$ cat config.mk
export PLATFORM = sky130hd
export DESIGN_NAME = sorted_wakeup_queue
export DESIGN_NICKNAME = d
export VERILOG_FILES = /design/src/swq_pkg.sv /design/src/sorted_wakeup_queue.sv /design/src/swq_store.sv
export VERILOG_INCLUDE_DIRS = /design/src /design/src/src
export SDC_FILE = /design/constraint.sdc
export NUM_CORES = 1
export LEC_CHECK = 0
export BUFFER_PORTS_ARGS = -buffer_cell sky130_fd_sc_hd__buf_2
export CAP_MARGIN = 25
export CORE_MARGIN = 1.5
export CORE_UTILIZATION = 61
export DETAILED_ROUTE_END_ITERATION = 7
export GPL_TIMING_DRIVEN = 0
export PLACE_DENSITY_LB_ADDON = 0.3
export SYNTH_ARGS = -nofsm -noshare
export SYNTH_HDL_FRONTEND = slang
export SYNTH_HIERARCHICAL = 1
export SYNTH_SLANG_ARGS = --single-unit
$ cat constraint.sdc
create_clock -name i_clk -period 14.3 [get_ports i_clk]
set_clock_uncertainty 0.2 [all_clocks]
set_input_delay 1.43 -clock i_clk [delete_from_list [all_inputs] [get_ports i_clk]]
set_output_delay 1.43 -clock i_clk [all_outputs]
set_load 0.05 [all_outputs]
$ cat src/sorted_wakeup_queue_defines.svh
// Assertion helpers for the queue RTL.
`ifndef SORTED_WAKEUP_QUEUE_DEFINES_SVH
`define SORTED_WAKEUP_QUEUE_DEFINES_SVH

// Same-cycle implication, disabled while reset is asserted.
`define SWQ_ASSERT_NOW(lbl, clk, rst_n, ante, cons) \
    lbl: assert property (@(posedge clk) disable iff (!(rst_n)) (ante) |-> (cons)) \
        else $error("sorted_wakeup_queue: check failed");

// Next-cycle implication, disabled while reset is asserted.
`define SWQ_ASSERT_NEXT(lbl, clk, rst_n, ante, cons) \
    lbl: assert property (@(posedge clk) disable iff (!(rst_n)) (ante) |=> (cons)) \
        else $error("sorted_wakeup_queue: check failed");

`endif

$ cat src/swq_pkg.sv
package swq_pkg;

    localparam int DEPTH_DEF   = 16;
    localparam int ID_BITS_DEF = 8;

    localparam int TID_W  = 8;
    localparam int WAKE_W = 32;

    localparam logic FUNC_INSERT = 1'b0;
    localparam logic FUNC_TICK   = 1'b1;

    localparam logic KIND_STATUS = 1'b0;
    localparam logic KIND_WOKEN  = 1'b1;

    localparam logic STATUS_OK   = 1'b0;
    localparam logic STATUS_FULL = 1'b1;

endpackage

$ cat src/sorted_wakeup_queue.sv
// Channel  Dir  tuser      tdata (low bit up)                                tlast
// s_axis   in   func       thread_id[7:0], wake_time[39:8], current_tick[71:40]  -
// m_axis   out  kind       status[0], woken_id[8:1], zero[15:9]             last
//
// Entries sit in a circular RAM in wake order; one 32-bit compare is reused every step.
// Insert: tail-to-head scan over the entries later than the new one, moving one entry
// per cycle, then the status word; a full queue gets only the status word.
// Tick: one word per entry due at the current tick (none when the queue is empty),
// one word per cycle while m_tready is high.
// Input is taken only in idle; a stalled output word holds the sequencer.
// Reset (i_rst_n low, synchronous) empties the queue; RAM contents are not cleared.
`include "sorted_wakeup_queue_defines.svh"

module sorted_wakeup_queue #(
    parameter int DEPTH   = swq_pkg::DEPTH_DEF,
    parameter int ID_BITS = swq_pkg::ID_BITS_DEF
) (
    input  logic        i_clk,
    input  logic        i_rst_n,
    input  logic        i_s_tvalid,
    output logic        o_s_tready,
    input  logic [71:0] i_s_tdata,   // thread_id, wake_time, current_tick
    input  logic        i_s_tuser,   // func
    output logic        o_m_tvalid,
    input  logic        i_m_tready,
    output logic [15:0] o_m_tdata,   // status, woken_id, zero fill
    output logic        o_m_tuser,   // kind
    output logic        o_m_tlast    // last
);

    localparam int IDX_W = $clog2(DEPTH);
    localparam int CNT_W = $clog2(DEPTH + 1);
    localparam int KEY_W = swq_pkg::WAKE_W;
    localparam int TID_W = swq_pkg::TID_W;

    localparam logic [2:0] ST_IDLE    = 3'd0;
    localparam logic [2:0] ST_INS_RD  = 3'd1;
    localparam logic [2:0] ST_INS_CMP = 3'd2;
    localparam logic [2:0] ST_INS_PUT = 3'd3;
    localparam logic [2:0] ST_RESP    = 3'd4;
    localparam logic [2:0] ST_TK_RD   = 3'd5;
    localparam logic [2:0] ST_TK_CMP  = 3'd6;
    localparam logic [2:0] ST_TK_FIN  = 3'd7;

    // logical slot (0 = head) to RAM address
    function automatic logic [IDX_W-1:0] f_phys(input logic [IDX_W-1:0] head,
                                                input logic [CNT_W-1:0] slot);
        logic [CNT_W:0] s;
        s = (CNT_W+1)'(head) + (CNT_W+1)'(slot);
        if (s >= (CNT_W+1)'(DEPTH)) begin
            s = s - (CNT_W+1)'(DEPTH);
        end
        return s[IDX_W-1:0];
    endfunction

    function automatic logic [ID_BITS-1:0] f_id_in(input logic [TID_W-1:0] tid);
        logic [ID_BITS-1:0] v;
        for (int b = 0; b < ID_BITS; b++) begin
            v[b] = (b < TID_W) ? tid[b] : 1'b0;
        end
        return v;
    endfunction

    function automatic logic [TID_W-1:0] f_id_out(input logic [ID_BITS-1:0] id);
        logic [TID_W-1:0] v;
        for (int b = 0; b < TID_W; b++) begin
            v[b] = (b < ID_BITS) ? id[b] : 1'b0;
        end
        return v;
    endfunction

    logic [2:0]         r_state,  n_state;
    logic [CNT_W-1:0]   r_count,  n_count;
    logic [IDX_W-1:0]   r_head,   n_head;
    logic [CNT_W-1:0]   r_j,      n_j;
    logic [CNT_W-1:0]   r_k,      n_k;
    logic               r_pend,   n_pend;
    logic [ID_BITS-1:0] r_pend_id, n_pend_id;
    logic [ID_BITS-1:0] r_tid,    n_tid;
    logic [KEY_W-1:0]   r_key,    n_key;
    logic               r_full,   n_full;

    logic               r_out_valid;
    logic               r_out_kind;
    logic               r_out_status;
    logic [TID_W-1:0]   r_out_id;
    logic               r_out_last;

    logic               w_accept;
    logic               w_out_free;
    logic               w_out_load;
    logic               w_out_kind;
    logic               w_out_status;
    logic [TID_W-1:0]   w_out_id;
    logic               w_out_last;

    logic               w_we;
    logic               w_wnew;
    logic [CNT_W-1:0]   w_wslot;
    logic               w_re;
    logic [CNT_W-1:0]   w_rslot;
    logic [KEY_W-1:0]   w_rwake;
    logic [ID_BITS-1:0] w_rid;
    logic               w_le;

    assign o_s_tready = (r_state == ST_IDLE);
    assign w_accept   = i_s_tvalid && o_s_tready;
    assign w_out_free = !r_out_valid || i_m_tready;

    // shared compare: stored wake time against the insert time or the current tick
    assign w_le = (w_rwake <= r_key);

    always_comb begin
        n_state      = r_state;
        n_count      = r_count;
        n_head       = r_head;
        n_j          = r_j;
        n_k          = r_k;
        n_pend       = r_pend;
        n_pend_id    = r_pend_id;
        n_tid        = r_tid;
        n_key        = r_key;
        n_full       = r_full;
        w_we         = 1'b0;
        w_wnew       = 1'b0;
        w_wslot      = r_j;
        w_re         = 1'b0;
        w_rslot      = '0;
        w_out_load   = 1'b0;
        w_out_kind   = swq_pkg::KIND_WOKEN;
        w_out_status = swq_pkg::STATUS_OK;
        w_out_id     = f_id_out(r_pend_id);
        w_out_last   = 1'b0;

        unique case (r_state)
            ST_IDLE: begin
                if (w_accept) begin
                    n_tid = f_id_in(i_s_tdata[7:0]);
                    if (i_s_tuser == swq_pkg::FUNC_INSERT) begin
                        n_key = i_s_tdata[39:8];
                        n_j   = r_count;
                        if (r_count == CNT_W'(DEPTH)) begin
                            n_full  = 1'b1;
                            n_state = ST_RESP;
                        end else begin
                            n_full  = 1'b0;
                            n_state = (r_count == '0) ? ST_INS_PUT : ST_INS_RD;
                        end
                    end else begin
                        n_key   = i_s_tdata[71:40];
                        n_k     = '0;
                        n_pend  = 1'b0;
                        n_state = (r_count == '0) ? ST_IDLE : ST_TK_RD;
                    end
                end
            end
            ST_INS_RD: begin
                w_re    = 1'b1;
                w_rslot = r_j - CNT_W'(1);
                n_state = ST_INS_CMP;
            end
            ST_INS_CMP: begin
                w_we = 1'b1;
                if (!w_le) begin
                    // later entry slides one slot toward the tail
                    n_j = r_j - CNT_W'(1);
                    if (r_j == CNT_W'(1)) begin
                        n_state = ST_INS_PUT;
                    end else begin
                        w_re    = 1'b1;
                        w_rslot = r_j - CNT_W'(2);
                    end
                end else begin
                    w_wnew  = 1'b1;
                    n_count = r_count + CNT_W'(1);
                    n_state = ST_RESP;
                end
            end
            ST_INS_PUT: begin
                w_we    = 1'b1;
                w_wnew  = 1'b1;
                n_count = r_count + CNT_W'(1);
                n_state = ST_RESP;
            end
            ST_RESP: begin
                if (w_out_free) begin
                    w_out_load   = 1'b1;
                    w_out_kind   = swq_pkg::KIND_STATUS;
                    w_out_status = r_full ? swq_pkg::STATUS_FULL : swq_pkg::STATUS_OK;
                    w_out_id     = '0;
                    w_out_last   = 1'b1;
                    n_state      = ST_IDLE;
                end
            end
            ST_TK_RD: begin
                w_re    = 1'b1;
                w_rslot = r_k;
                n_state = ST_TK_CMP;
            end
            ST_TK_CMP: begin
                if (w_le) begin
                    // one-entry lookahead decides the last mark of the held entry
                    if (!r_pend || w_out_free) begin
                        w_out_load = r_pend;
                        n_pend     = 1'b1;
                        n_pend_id  = w_rid;
                        n_k        = r_k + CNT_W'(1);
                        if ((r_k + CNT_W'(1)) < r_count) begin
                            w_re    = 1'b1;
                            w_rslot = r_k + CNT_W'(1);
                        end else begin
                            n_state = ST_TK_FIN;
                        end
                    end
                end else begin
                    n_state = ST_TK_FIN;
                end
            end
            ST_TK_FIN: begin
                if (!r_pend || w_out_free) begin
                    w_out_load = r_pend;
                    w_out_last = 1'b1;
                    n_pend     = 1'b0;
                    n_head     = f_phys(r_head, r_k);
                    n_count    = r_count - r_k;
                    n_state    = ST_IDLE;
                end
            end
        endcase
    end

    always_ff @(posedge i_clk) begin
        if (!i_rst_n) begin
            r_state     <= ST_IDLE;
            r_count     <= '0;
            r_head      <= '0;
            r_pend      <= 1'b0;
            r_out_valid <= 1'b0;
        end else begin
            r_state <= n_state;
            r_count <= n_count;
            r_head  <= n_head;
            r_pend  <= n_pend;
            if (w_out_load) begin
                r_out_valid <= 1'b1;
            end else if (i_m_tready) begin
                r_out_valid <= 1'b0;
            end
        end
    end

    always_ff @(posedge i_clk) begin
        r_j       <= n_j;
        r_k       <= n_k;
        r_pend_id <= n_pend_id;
        r_tid     <= n_tid;
        r_key     <= n_key;
        r_full    <= n_full;
        if (w_out_load) begin
            r_out_kind   <= w_out_kind;
            r_out_status <= w_out_status;
            r_out_id     <= w_out_id;
            r_out_last   <= w_out_last;
        end
    end

    swq_store #(
        .DEPTH   (DEPTH),
        .ID_BITS (ID_BITS)
    ) u_store (
        .i_clk   (i_clk),
        .i_we    (w_we),
        .i_waddr (f_phys(r_head, w_wslot)),
        .i_wwake (w_wnew ? r_key : w_rwake),
        .i_wid   (w_wnew ? r_tid : w_rid),
        .i_re    (w_re),
        .i_raddr (f_phys(r_head, w_rslot)),
        .o_rwake (w_rwake),
        .o_rid   (w_rid)
    );

    assign o_m_tvalid = r_out_valid;
    assign o_m_tuser  = r_out_kind;
    assign o_m_tlast  = r_out_last;
    assign o_m_tdata  = {7'd0, r_out_id, r_out_status};

    `SWQ_ASSERT_NEXT(a_full_keeps_count, i_clk, i_rst_n,
        w_accept && (i_s_tuser == swq_pkg::FUNC_INSERT) && (r_count == CNT_W'(DEPTH)),
        (r_count == $past(r_count)) && (r_state == ST_RESP))
    `SWQ_ASSERT_NEXT(a_tick_drains_k, i_clk, i_rst_n,
        (r_state == ST_TK_FIN) && (!r_pend || w_out_free),
        r_count == ($past(r_count) - $past(r_k)))
    `SWQ_ASSERT_NOW(a_count_bound, i_clk, i_rst_n,
        (r_state == ST_TK_CMP) || (r_state == ST_INS_CMP),
        (r_count <= CNT_W'(DEPTH)) && (r_k < r_count || r_state == ST_INS_CMP))

endmodule

$ cat src/swq_store.sv
module swq_store #(
    parameter int DEPTH   = swq_pkg::DEPTH_DEF,
    parameter int ID_BITS = swq_pkg::ID_BITS_DEF
) (
    input  logic                         i_clk,
    input  logic                         i_we,
    input  logic [$clog2(DEPTH)-1:0]     i_waddr,
    input  logic [swq_pkg::WAKE_W-1:0]   i_wwake,
    input  logic [ID_BITS-1:0]           i_wid,
    input  logic                         i_re,
    input  logic [$clog2(DEPTH)-1:0]     i_raddr,
    output logic [swq_pkg::WAKE_W-1:0]   o_rwake,
    output logic [ID_BITS-1:0]           o_rid
);

    logic [swq_pkg::WAKE_W-1:0] r_mem_wake [DEPTH];
    logic [ID_BITS-1:0]         r_mem_id   [DEPTH];
    logic [swq_pkg::WAKE_W-1:0] r_rwake;
    logic [ID_BITS-1:0]         r_rid;

    always_ff @(posedge i_clk) begin
        if (i_we) begin
            r_mem_wake[i_waddr] <= i_wwake;
            r_mem_id[i_waddr]   <= i_wid;
        end
        if (i_re) begin
            r_rwake <= r_mem_wake[i_raddr];
            r_rid   <= r_mem_id[i_raddr];
        end
    end

    assign o_rwake = r_rwake;
    assign o_rid   = r_rid;

endmodule
# --- Word-level counts from Yosys, hierarchy flattened ---
# Memories as Yosys holds them, arrays and structs flattened. A register that Yosys moved wholly into a read port is not among the register bits.
# Index checks and enable logic that the tools add are counted.
word_totals:
  regBits: 84
  latchBits: 0
  ramBits: 640
  mem_bits_ro: 0
  n_memories: 2
classes:
  n_addsub: 11
  mul: 0
  div_mod_pow: 0
  magnitude_cmp: 5
  n_eq_ne: 21
  n_shift: 0
  muxes: 67
  bitwise_logic: 1
  n_reduce_logical: 24
memory_table:
  columns: ["name", "words", "width", "rd", "rd_ports_with_merged_regs", "wr", "line", "text"]
  rows:
  - ["u_store.r_mem_wake", 16, 32, 1, 1, 1, "swq_store.sv:16", "logic [swq_pkg::WAKE_W-1:0] r_mem_wake [DEPTH];"]
  - ["u_store.r_mem_id", 16, 8, 1, 1, 1, "swq_store.sv:17", "logic [ID_BITS-1:0] r_mem_id [DEPTH];"]
op_table:
  columns: ["op", "count"]
  rows:
  - ["5-bit 2-to-1 mux", 14]
  - ["32-bit 2-to-1 mux", 2]
  - ["3-bit 2-to-1 mux", 11]
  - ["32-bit less-or-equal comparator", 1]
  - ["8-bit 2-to-1 mux", 3]
  - ["3-bit one-hot mux with 8 select lines", 1]
  - ["1-bit 2-to-1 mux", 23]
  - ["5-bit one-hot mux with 2 select lines", 2]
  - ["5-bit one-hot mux with 4 select lines", 1]
  - ["4-bit by 5-bit adder with 6-bit output", 3]
  - ["6-bit by 5-bit greater-or-equal comparator with 1-bit output, second input constant", 3]
  - ["5-bit one-hot mux with 3 select lines", 1]
  - ["2-bit inequality test, second input constant", 7]
  - ["3-bit equality test, second input constant", 4]
  - ["4-bit 2-to-1 mux", 3]
  - ["6-bit AND reduction", 2]
  - ["4-bit by 1-bit subtractor with 4-bit output, second input constant", 3]
  - ["5-bit by 1-bit adder with 5-bit output, second input constant", 2]
  - ["3-bit inequality test, second input constant", 3]
  - ["1-bit one-hot mux with 3 select lines", 3]
  - ["3-bit AND reduction", 3]
  - ["3-bit by 2-bit equality test with 1-bit output, second input constant", 2]
  - ["2-bit AND reduction", 3]
  - ["2-bit nonzero test", 3]
  - ["20 further kinds", 26]

# --- Logic depth before layout (Yosys ltp) ---
# Gate-level depths: netlist of the first run.
depth:
  ltp_word: 9
  ltp_mapped: 21

# --- By module ---
# Netlist of the first run, hierarchy kept.
by_module_without_submodules:
  columns: ["mod", "n_inst", "cells_per_inst", "area_per_inst_um2", "seq_area_each_um2"]
  rows:
  - ["swq_store", 1, 1040, 25530.7, 20419.6]
  - ["sorted_wakeup_queue", 1, 547, 6025.8, 2382.3]

# --- Worst setup path before layout of the first run ---
# Ideal clock, no wire load.
synth_path:
  path_kind: "reg2reg"
  from: "reg r_j[1]"
  to: "mem u_store/r_mem_id[0][0] (netlist name), enable pin"
  setup_ns: 0.487
  arrival_time_ns: 4.395
  slack_ns: 9.218
  path_stages_with_launch: 7
  path_cell_list: "edfxtp_1 -> ha_1 -> a21o_1 -> a21oi_1 -> xnor2_1 -> or3b_2 -> nor3_1"
synth_between:
  elab_chain_len: 3
synth_rtl:
  columns: ["element", "line", "text"]
  rows:
  - ["start: declaration", "sorted_wakeup_queue.sv:75", "logic [CNT_W-1:0] r_j, n_j;"]
  - ["start signal: assignment", "sorted_wakeup_queue.sv:253", "r_j <= n_j;"]
  - ["4-bit by 5-bit adder with 6-bit output *", "sorted_wakeup_queue.sv:49", "s = (CNT_W+1)'(head) + (CNT_W+1)'(slot);"]
  - ["6-bit by 5-bit greater-or-equal comparator with 1-bit output / 4-bit by 1-bit subtractor with 4-bit output (equally long branches)", "sorted_wakeup_queue.sv:50, sorted_wakeup_queue.sv:51", null]
  - ["4-bit 2-to-1 mux *", "sorted_wakeup_queue.sv:50", "if (s >= (CNT_W+1)'(DEPTH)) begin"]
  - ["end: declaration", "swq_store.sv:17", null]
# Every way passes the cells marked *; elsewhere a longest branch is shown, timed or not.

# --- Worst setup path after layout of the first run ---
layout_path:
  from: "reg r_key[30]"
  to: "reg u_store.r_rwake (netlist bit u_store/o_rwake[10]) (read register of u_store.r_mem_wake) (data pin)"
layout_between:
  elab_chain_len: 6
layout_rtl:
  columns: ["element", "line", "text"]
  rows:
  - ["start: declaration", "sorted_wakeup_queue.sv:80", "logic [KEY_W-1:0] r_key, n_key;"]
  - ["start signal: assignment", "sorted_wakeup_queue.sv:257", "r_key <= n_key;"]
  - ["32-bit less-or-equal comparator *", "sorted_wakeup_queue.sv:111", "assign w_le = (w_rwake <= r_key);"]
  - ["5-bit 2-to-1 mux, on equally long branches", "sorted_wakeup_queue.sv:201, sorted_wakeup_queue.sv:164", null]
  - ["5-bit one-hot mux with 4 select lines", "sorted_wakeup_queue.sv:135", "unique case (r_state)"]
  - ["4-bit by 5-bit adder with 6-bit output", "sorted_wakeup_queue.sv:49", null]
  - ["6-bit by 5-bit greater-or-equal comparator with 1-bit output / 4-bit by 1-bit subtractor with 4-bit output (equally long branches)", "sorted_wakeup_queue.sv:50, sorted_wakeup_queue.sv:51", null]
  - ["4-bit 2-to-1 mux", "sorted_wakeup_queue.sv:50", null]
  - ["end: declaration", "swq_store.sv:18", "logic [swq_pkg::WAKE_W-1:0] r_rwake;"]
# Marked as above.
# A chain may end at the register's enable or synchronous reset.

==> results of run 1 <==
[area by class of cell]
type / instances / area, sq um / area share
repair buffers: 132 / 1186 / 0.03278
plain buffers: 78 / 588.1 / 0.01625
flip-flops and latches: 764 / 22800 / 0.6301
clock inverters: 34 / 277.8 / 0.007676
multi-input cells: 689 / 8089 / 0.2235
inverters: 62 / 232.7 / 0.006431
clock buffers: 106 / 2162 / 0.05974
well taps: 680 / 850.8 / 0.02351
[layout by cell type, fill, tap and decap left out, types with 14 or more instances in the layout]
| master | netlist | final |
|---|---|---|
| nand2_1 | 86 | 86 |
| mux4_1 | 60 | 60 |
| clkbuf_16 | 0 | 82 |
| a21oi_1 | 37 | 36 |
| nor2_1 | 37 | 25 |
| mux2_2 | 32 | 32 |
| ha_1 | 59 | 59 |
| edfxtp_1 | 750 | 750 |
| and2_1 | 15 | 15 |
| buf_2 | 11 | 99 |
| o21ai_0 | 18 | 17 |
| inv_1 | 62 | 61 |
| a22oi_1 | 82 | 82 |
| buf_12 | 15 | 29 |
| dfxtp_1 | 14 | 14 |
| mux2_4 | 40 | 40 |
| xnor2_1 | 15 | 15 |
| clkinv_1 | 0 | 15 |
| clkbuf_1 | 37 | 59 |
| mux4_2 | 100 | 100 |
| buf_6 | 1 | 17 |
[power groups by stage]
stage / registers [mW] / logic [mW] / clock network [mW]
global route: 3.14 / 2.34 / 2.06
finish: 3.12 / 2.18 / 1.96
detailed placement: 3.16 / 2.15 / 0
global placement: 3.18 / 2.00 / 0
floorplan: 3.15 / 1.45 / 0
CTS: 3.12 / 2.18 / 1.97
[per-layer routing]
layer,global-route usage,vias to the layer above,part of all wire
met5,0,-,0
met4,0.1191,0,0.039
met3,0.05447,181,0.092
met2,0.4677,914,0.49
met1,0.3849,8582,0.38
li1,-,6925,-
[sequential cells by signal (all words and copies together) (netlist names)]
| name | flops |
|---|---|
| r_tid | 8 |
| r_head | 4 |
| r_key | 32 |
| u_store/o_rid | 8 |
| r_pend_id | 8 |
| r_full | 1 |
| o_m_tvalid | 1 |
| u_store/r_mem_wake | 512 |
| o_m_tlast | 1 |
| o_m_tuser | 1 |
| r_state | 3 |
| r_pend | 1 |
| r_out_status | 1 |
| u_store/o_rwake | 32 |
| r_count | 5 |
| r_j | 5 |
| r_k | 5 |
| u_store/r_mem_id | 128 |
| r_out_id | 8 |
[final timing paths]
check / to / slack [ns] / cells past startpoint
worst max-delay path: u_store/o_rwake[10]$_DFFE_PP_ / 7.39 / 19
worst min-delay path: r_pend_id[0]$_DFFE_PP_ / 0.27 / 0
worst max register to register: u_store/o_rwake[10]$_DFFE_PP_ / 7.39 / 19
worst min register to register: r_pend_id[0]$_DFFE_PP_ / 0.27 / 0
[logic make-up (layout without fill, tap and decap cells)]
kind of cell             Yosys count  in the layout
AO/OA/AOI/OAI                    171            171
XOR/XNOR                          19             19
adder cells (fa/ha/maj)           63             63
buffers and inverters            140            412
flip-flops                       764            764
multiplexers                     240            240
other                              1              7
AND/OR/NAND/NOR                  189            189
==> flow_summary.ini, run 1 <==
[logic_synthesis]
yosysUniqueCellTypes = 56
async_flop_share = 0
synth_top_cell_area_share = 0.7137
ys_seq_area_frac = 0.7226
synthMuxAreaShare = 0.1543
synthAdderAreaFrac = 0.02593
syn-instance-count = 1587
synth_common_cells = edfxtp_1, mux4_2, nand2_1, a22oi_1, inv_1
netlist_area_sq_um = 31560
yosysTopAreaCell = edfxtp_1
synth_compound_area_frac = 0.03779
synth_area_per_cell_sq_um = 19.88
synth_xor_area_frac = 0.005273
yosys_warnings = 6
yosys.area_share.simple = 0.02799
ys_seq_elements = 764
synth_flop_cell = edfxtp_1
yosysMostFrequentCell = edfxtp_1
synth_edf_count = 750
synth_area_leaders = edfxtp_1, mux4_2, mux4_1, ha_1, a22oi_1
synth_top_family_by_area = multiplexers

[floorplanning]
rows = 83
start_util = 0.6164
io_pins = 97
fp.dieH_um = 230.4
core_sq_um = 51200
dieArea_sq_um = 53100
die-width_um = 230.4

[power_and_ir_drop]
power_switching_share = 0.3103
p_leak_nw = 12.18
combPwrFrac = 0.301
netSwitchingPower_mw = 2.253
internal_power_mw = 5.008
ir_drop_mv = 0.1273
p_per_area_nw_per_um2 = 200.6
power_mw = 7.261
power_frac_clock = 0.269
seq_power_share = 0.430

[sta]
fin_crit_sh = 0.4834
fin_crit_ns = 6.912
hold_viol = 0
relSlewSlack = 0.3198
worst_slew_pin_slew_ns = 1.018
drv_slew = 0
rsz0062_at_grt = no
setup_viol = 0
max_clock_freq_mhz = 144.7
timing.setup.tns_ns = 0
final.setup.worst_slack_ns = 7.388
hold_slack_ns = 0.2694

[drt]
vias = 16600
dr.pass1.iters = 5
wl_per_cell_um = 29.07
wl_um = 73970
viasPerCell = 6.523
drtIter0Drc = 1743
drcViolationCount = 0
ant_nets = 0

[critical_path]
max_stage_delay_ns = 0.81
crit_slowest_cell = a311oi_1
cp.required_ns = 14.58
cp-end-kind = register
crit_arrival_ns = 7.19
cp_max_fo = 10
cp-start-kind = register
crit_chain = inv_1 -> ha_1 -> nand4_2 -> nor4_2 -> a22oi_1 -> nor2_4 -> nand3_1 -> o221ai_1 -> ha_1 -> a21o_1 -> a21oi_1 -> xnor2_1 -> nand3_1 -> o21ai_0 -> a311oi_1 -> nor2b_1 -> clkbuf_1 -> a22oi_1 -> nand2_1
path_class = register to register
startpoint = r_key[30]$_DFFE_PP_
critPathTopFamily = simple AND/OR/NAND/NOR gates
worst-path-buf-inv = 2
worstReg2RegStart = r_key[30]$_DFFE_PP_

[layout]
drive_above_1_share = 0.2552
post-route-cell-area_sq_um = 36190
filler_cell_count = 2946
area_growth_pct = 14.68
final_util = 0.7068
fin_nets = 1945
antennaDiodeCount = 0
stdcell_count = 2545

[clock_tree]
cts_sinks = 764
cts_buffer_depth = 3
postCtsHoldBufs = 0
clkTransAtPathRegs_ns = 0.06
cts_tree = built
insertion_delay_ns = 0.62
clockRootBuffer = clkbuf_16
cts_buffers = 78
cts_resized = 0
post_cts_buffers = 0
htree_levels = 3

[placed_design]
hpwl_um = 45010
pre_cts_slack_ns = 7.632
dp_cells = 2405
dpl_cell_area_sq_um = 33750
port_buffers = 88
gp_congestion = 0.8886

[worst_hold_path]
hold_path_class = register to register
hold_start = u_store/o_rid[0]$_DFFE_PP_

[global_route]
first_global_vias = 16800
grt_usage = 0.2866
grt_max_degree = 24
grt-ovfl-total = 0
grt_first_pass_wirelength_um = 108400
antenna_found_initial = 1

[outcome]
status = completed

[flow_run]
drv_cap = 0
(Power assumes the default switching activity.)
==> inputs of run 2 (changes only) <==
Clock period 14.3 ns to 6.79 ns, I/O delays scaled along.
==> run 2 against run 1 <==
Against the previous run:
- combinational power rose by 110%
- worst setup slack worse by 7.2 ns
- core utilization is essentially flat
- die area unchanged
- cell count is the same
- critical endpoint is now u_store/o_rwake[8]$_DFFE_PP_
==> flow_summary.ini, run 2 (synthesis results as in run 1) <==
[critical_path]
cp_max_fo = 10
crit_arrival_ns = 6.88
max_stage_delay_ns = 0.77
cp-end-kind = register
cp-start-kind = register
crit_slowest_cell = nor4_2
worst-path-buf-inv = 2
crit_chain = inv_1 -> ha_1 -> nand4_2 -> nor4_2 -> a22oi_1 -> nor2_4 -> nand3_1 -> o221ai_1 -> ha_1 -> a21o_1 -> a21oi_1 -> xnor2_1 -> nand3_1 -> o21ai_0 -> a311oi_2 -> nor2b_1 -> clkbuf_1 -> a22oi_1 -> nand2_1
path_class = register to register
regToRegSetupSlack_ns = 0.18
critPathTopFamily = simple AND/OR/NAND/NOR gates
cp.required_ns = 7.06

[global_route]
grt-ovfl-total = 0
antenna_found_initial = 1
first_global_vias = 16800
grt_usage = 0.2866
grt_first_pass_wirelength_um = 108400
grt_max_degree = 24

[drt]
drcViolationCount = 0
vias = 16620
viasPerCell = 6.530
dr.pass1.iters = 7
drtIter0Drc = 1790
wl_um = 73990
ant_nets = 0
wl_per_cell_um = 29.07

[layout]
largest_reg_flops = 512
top_regs = u_store/r_mem_wake (512), u_store/r_mem_id (128)
final_cell_mix = edfxtp_1, mux4_2, buf_2
antennaDiodeCount = 0
post-route-cell-area_sq_um = 36200
fin_nets = 1945
area_growth_pct = 14.71
drive_above_1_share = 0.2568
regMostFlops = u_store/r_mem_wake
layout_commonest_cell = edfxtp_1

[sta]
drv_slew = 0
rsz0062_at_grt = no
fin_crit_ns = 6.608
hold_slack_ns = 0.02387
max_clock_freq_mhz = 151.3
fin_crit_sh = 0.9732
hold_viol = 0
setup_viol = 0
worst_slew_pin_slew_ns = 1.010
relSlewSlack = 0.3253

[clock_tree]
cts_tree = built
clockRootBuffer = clkbuf_16
htree_levels = 3
cts_sinks = 764
clkTransAtPathRegs_ns = 0.06
insertion_delay_ns = 0.62
cts_buffer_depth = 3
cts_buffers = 78

[floorplanning]
fp.dieH_um = 230.4
start_util = 0.6164
rows = 83
die-width_um = 230.4
dieArea_sq_um = 53100
core_sq_um = 51200
io_pins = 97

[outcome]
status = completed

[placed_design]
gp_congestion = 0.8886
hpwl_um = 45010
dpl_cell_area_sq_um = 33750
port_buffers = 88

[flow_run]
drv_cap = 0

[power_and_ir_drop]
p_leak_nw = 12.19
ir_drop_mv = 0.2705
p_per_area_nw_per_um2 = 422.5

[worst_hold_path]
hold_path_class = input pin to register
run 2: cell counts in the layout (fill, tap and decap cells not counted):
Identical to the previous run, type by type.
run 2: through the flow:
step / power, mW / util / setup WS, ns / instances / setup TNS, ns
global placement: 10.90 / 0.6420 / -1.967 / 2361 / -350.12
detailed placement: 11.18 / 0.6592 / 0.1223 / 2405 / 0
finish: 15.29 / 0.7070 / 0.1817 / 2545 / 0
CTS: 15.30 / 0.7068 / 0.09889 / 2545 / 0
floorplan: 9.675 / - / 1.708 / 1593 / 0
global route: 15.86 / 0.7070 / 0.009996 / 2545 / 0
run 2: worst paths after layout:
| path | startpoint | to | depth (start not counted) |
|---|---|---|---|
| max | r_key[30]$_DFFE_PP_ | u_store/o_rwake[8]$_DFFE_PP_ | 19 |
| min | i_s_tdata[7] | r_tid[7]$_DFFE_PP_ | 1 |
| max reg2reg | r_key[30]$_DFFE_PP_ | u_store/o_rwake[8]$_DFFE_PP_ | 19 |
| min reg2reg | u_store/o_rid[0]$_DFFE_PP_ | r_pend_id[0]$_DFFE_PP_ | 0 |
run 2: timing repair:
item                       in CTS  in global routing
gates resized for setup         0                  5
hold buffers                    0                  0
setup endpoints to repair       0                 40
setup buffers                   0                  0
run 2: area by class of cell:
cell class,instances,area (sq um)
Clock buffer,106,2162
Timing Repair Buffer,132,1186
Inverter,62,232.7
Sequential cell,764,22800
Clock inverter,34,277.8
Buffer,78,590.6
Multi-Input combinational cell,689,8095
Tap cell,680,850.8
Fill cell,2948,15000
run 2: report_power, final:
group / total, mW / internal [mW] / switching, mW
logic: 4.60 / 1.80 / 2.80
clock network: 4.11 / 2.38 / 1.73
registers: 6.58 / 6.36 / 0.211
total: 15.3 / 10.5 / 4.74
run 2: worst reg2reg max path, delay by kind of cell, from the launching register on:
kind            cells  cell delay [ns]
fa+ha+maj           2             0.66
xor+xnor            1             0.16
buf+inv             2             0.73
simple gates        7             2.30
compound gates      7             2.01
flops               1             0.40
run 2: routing by layer:
layer  share of wire  up-vias  GRT usage
met2            0.49      900     0.4677
met3           0.091      174    0.05447
met4           0.039        0     0.1191
li1                -     6927          -
met5               0        -          0
met1            0.38     8617     0.3849
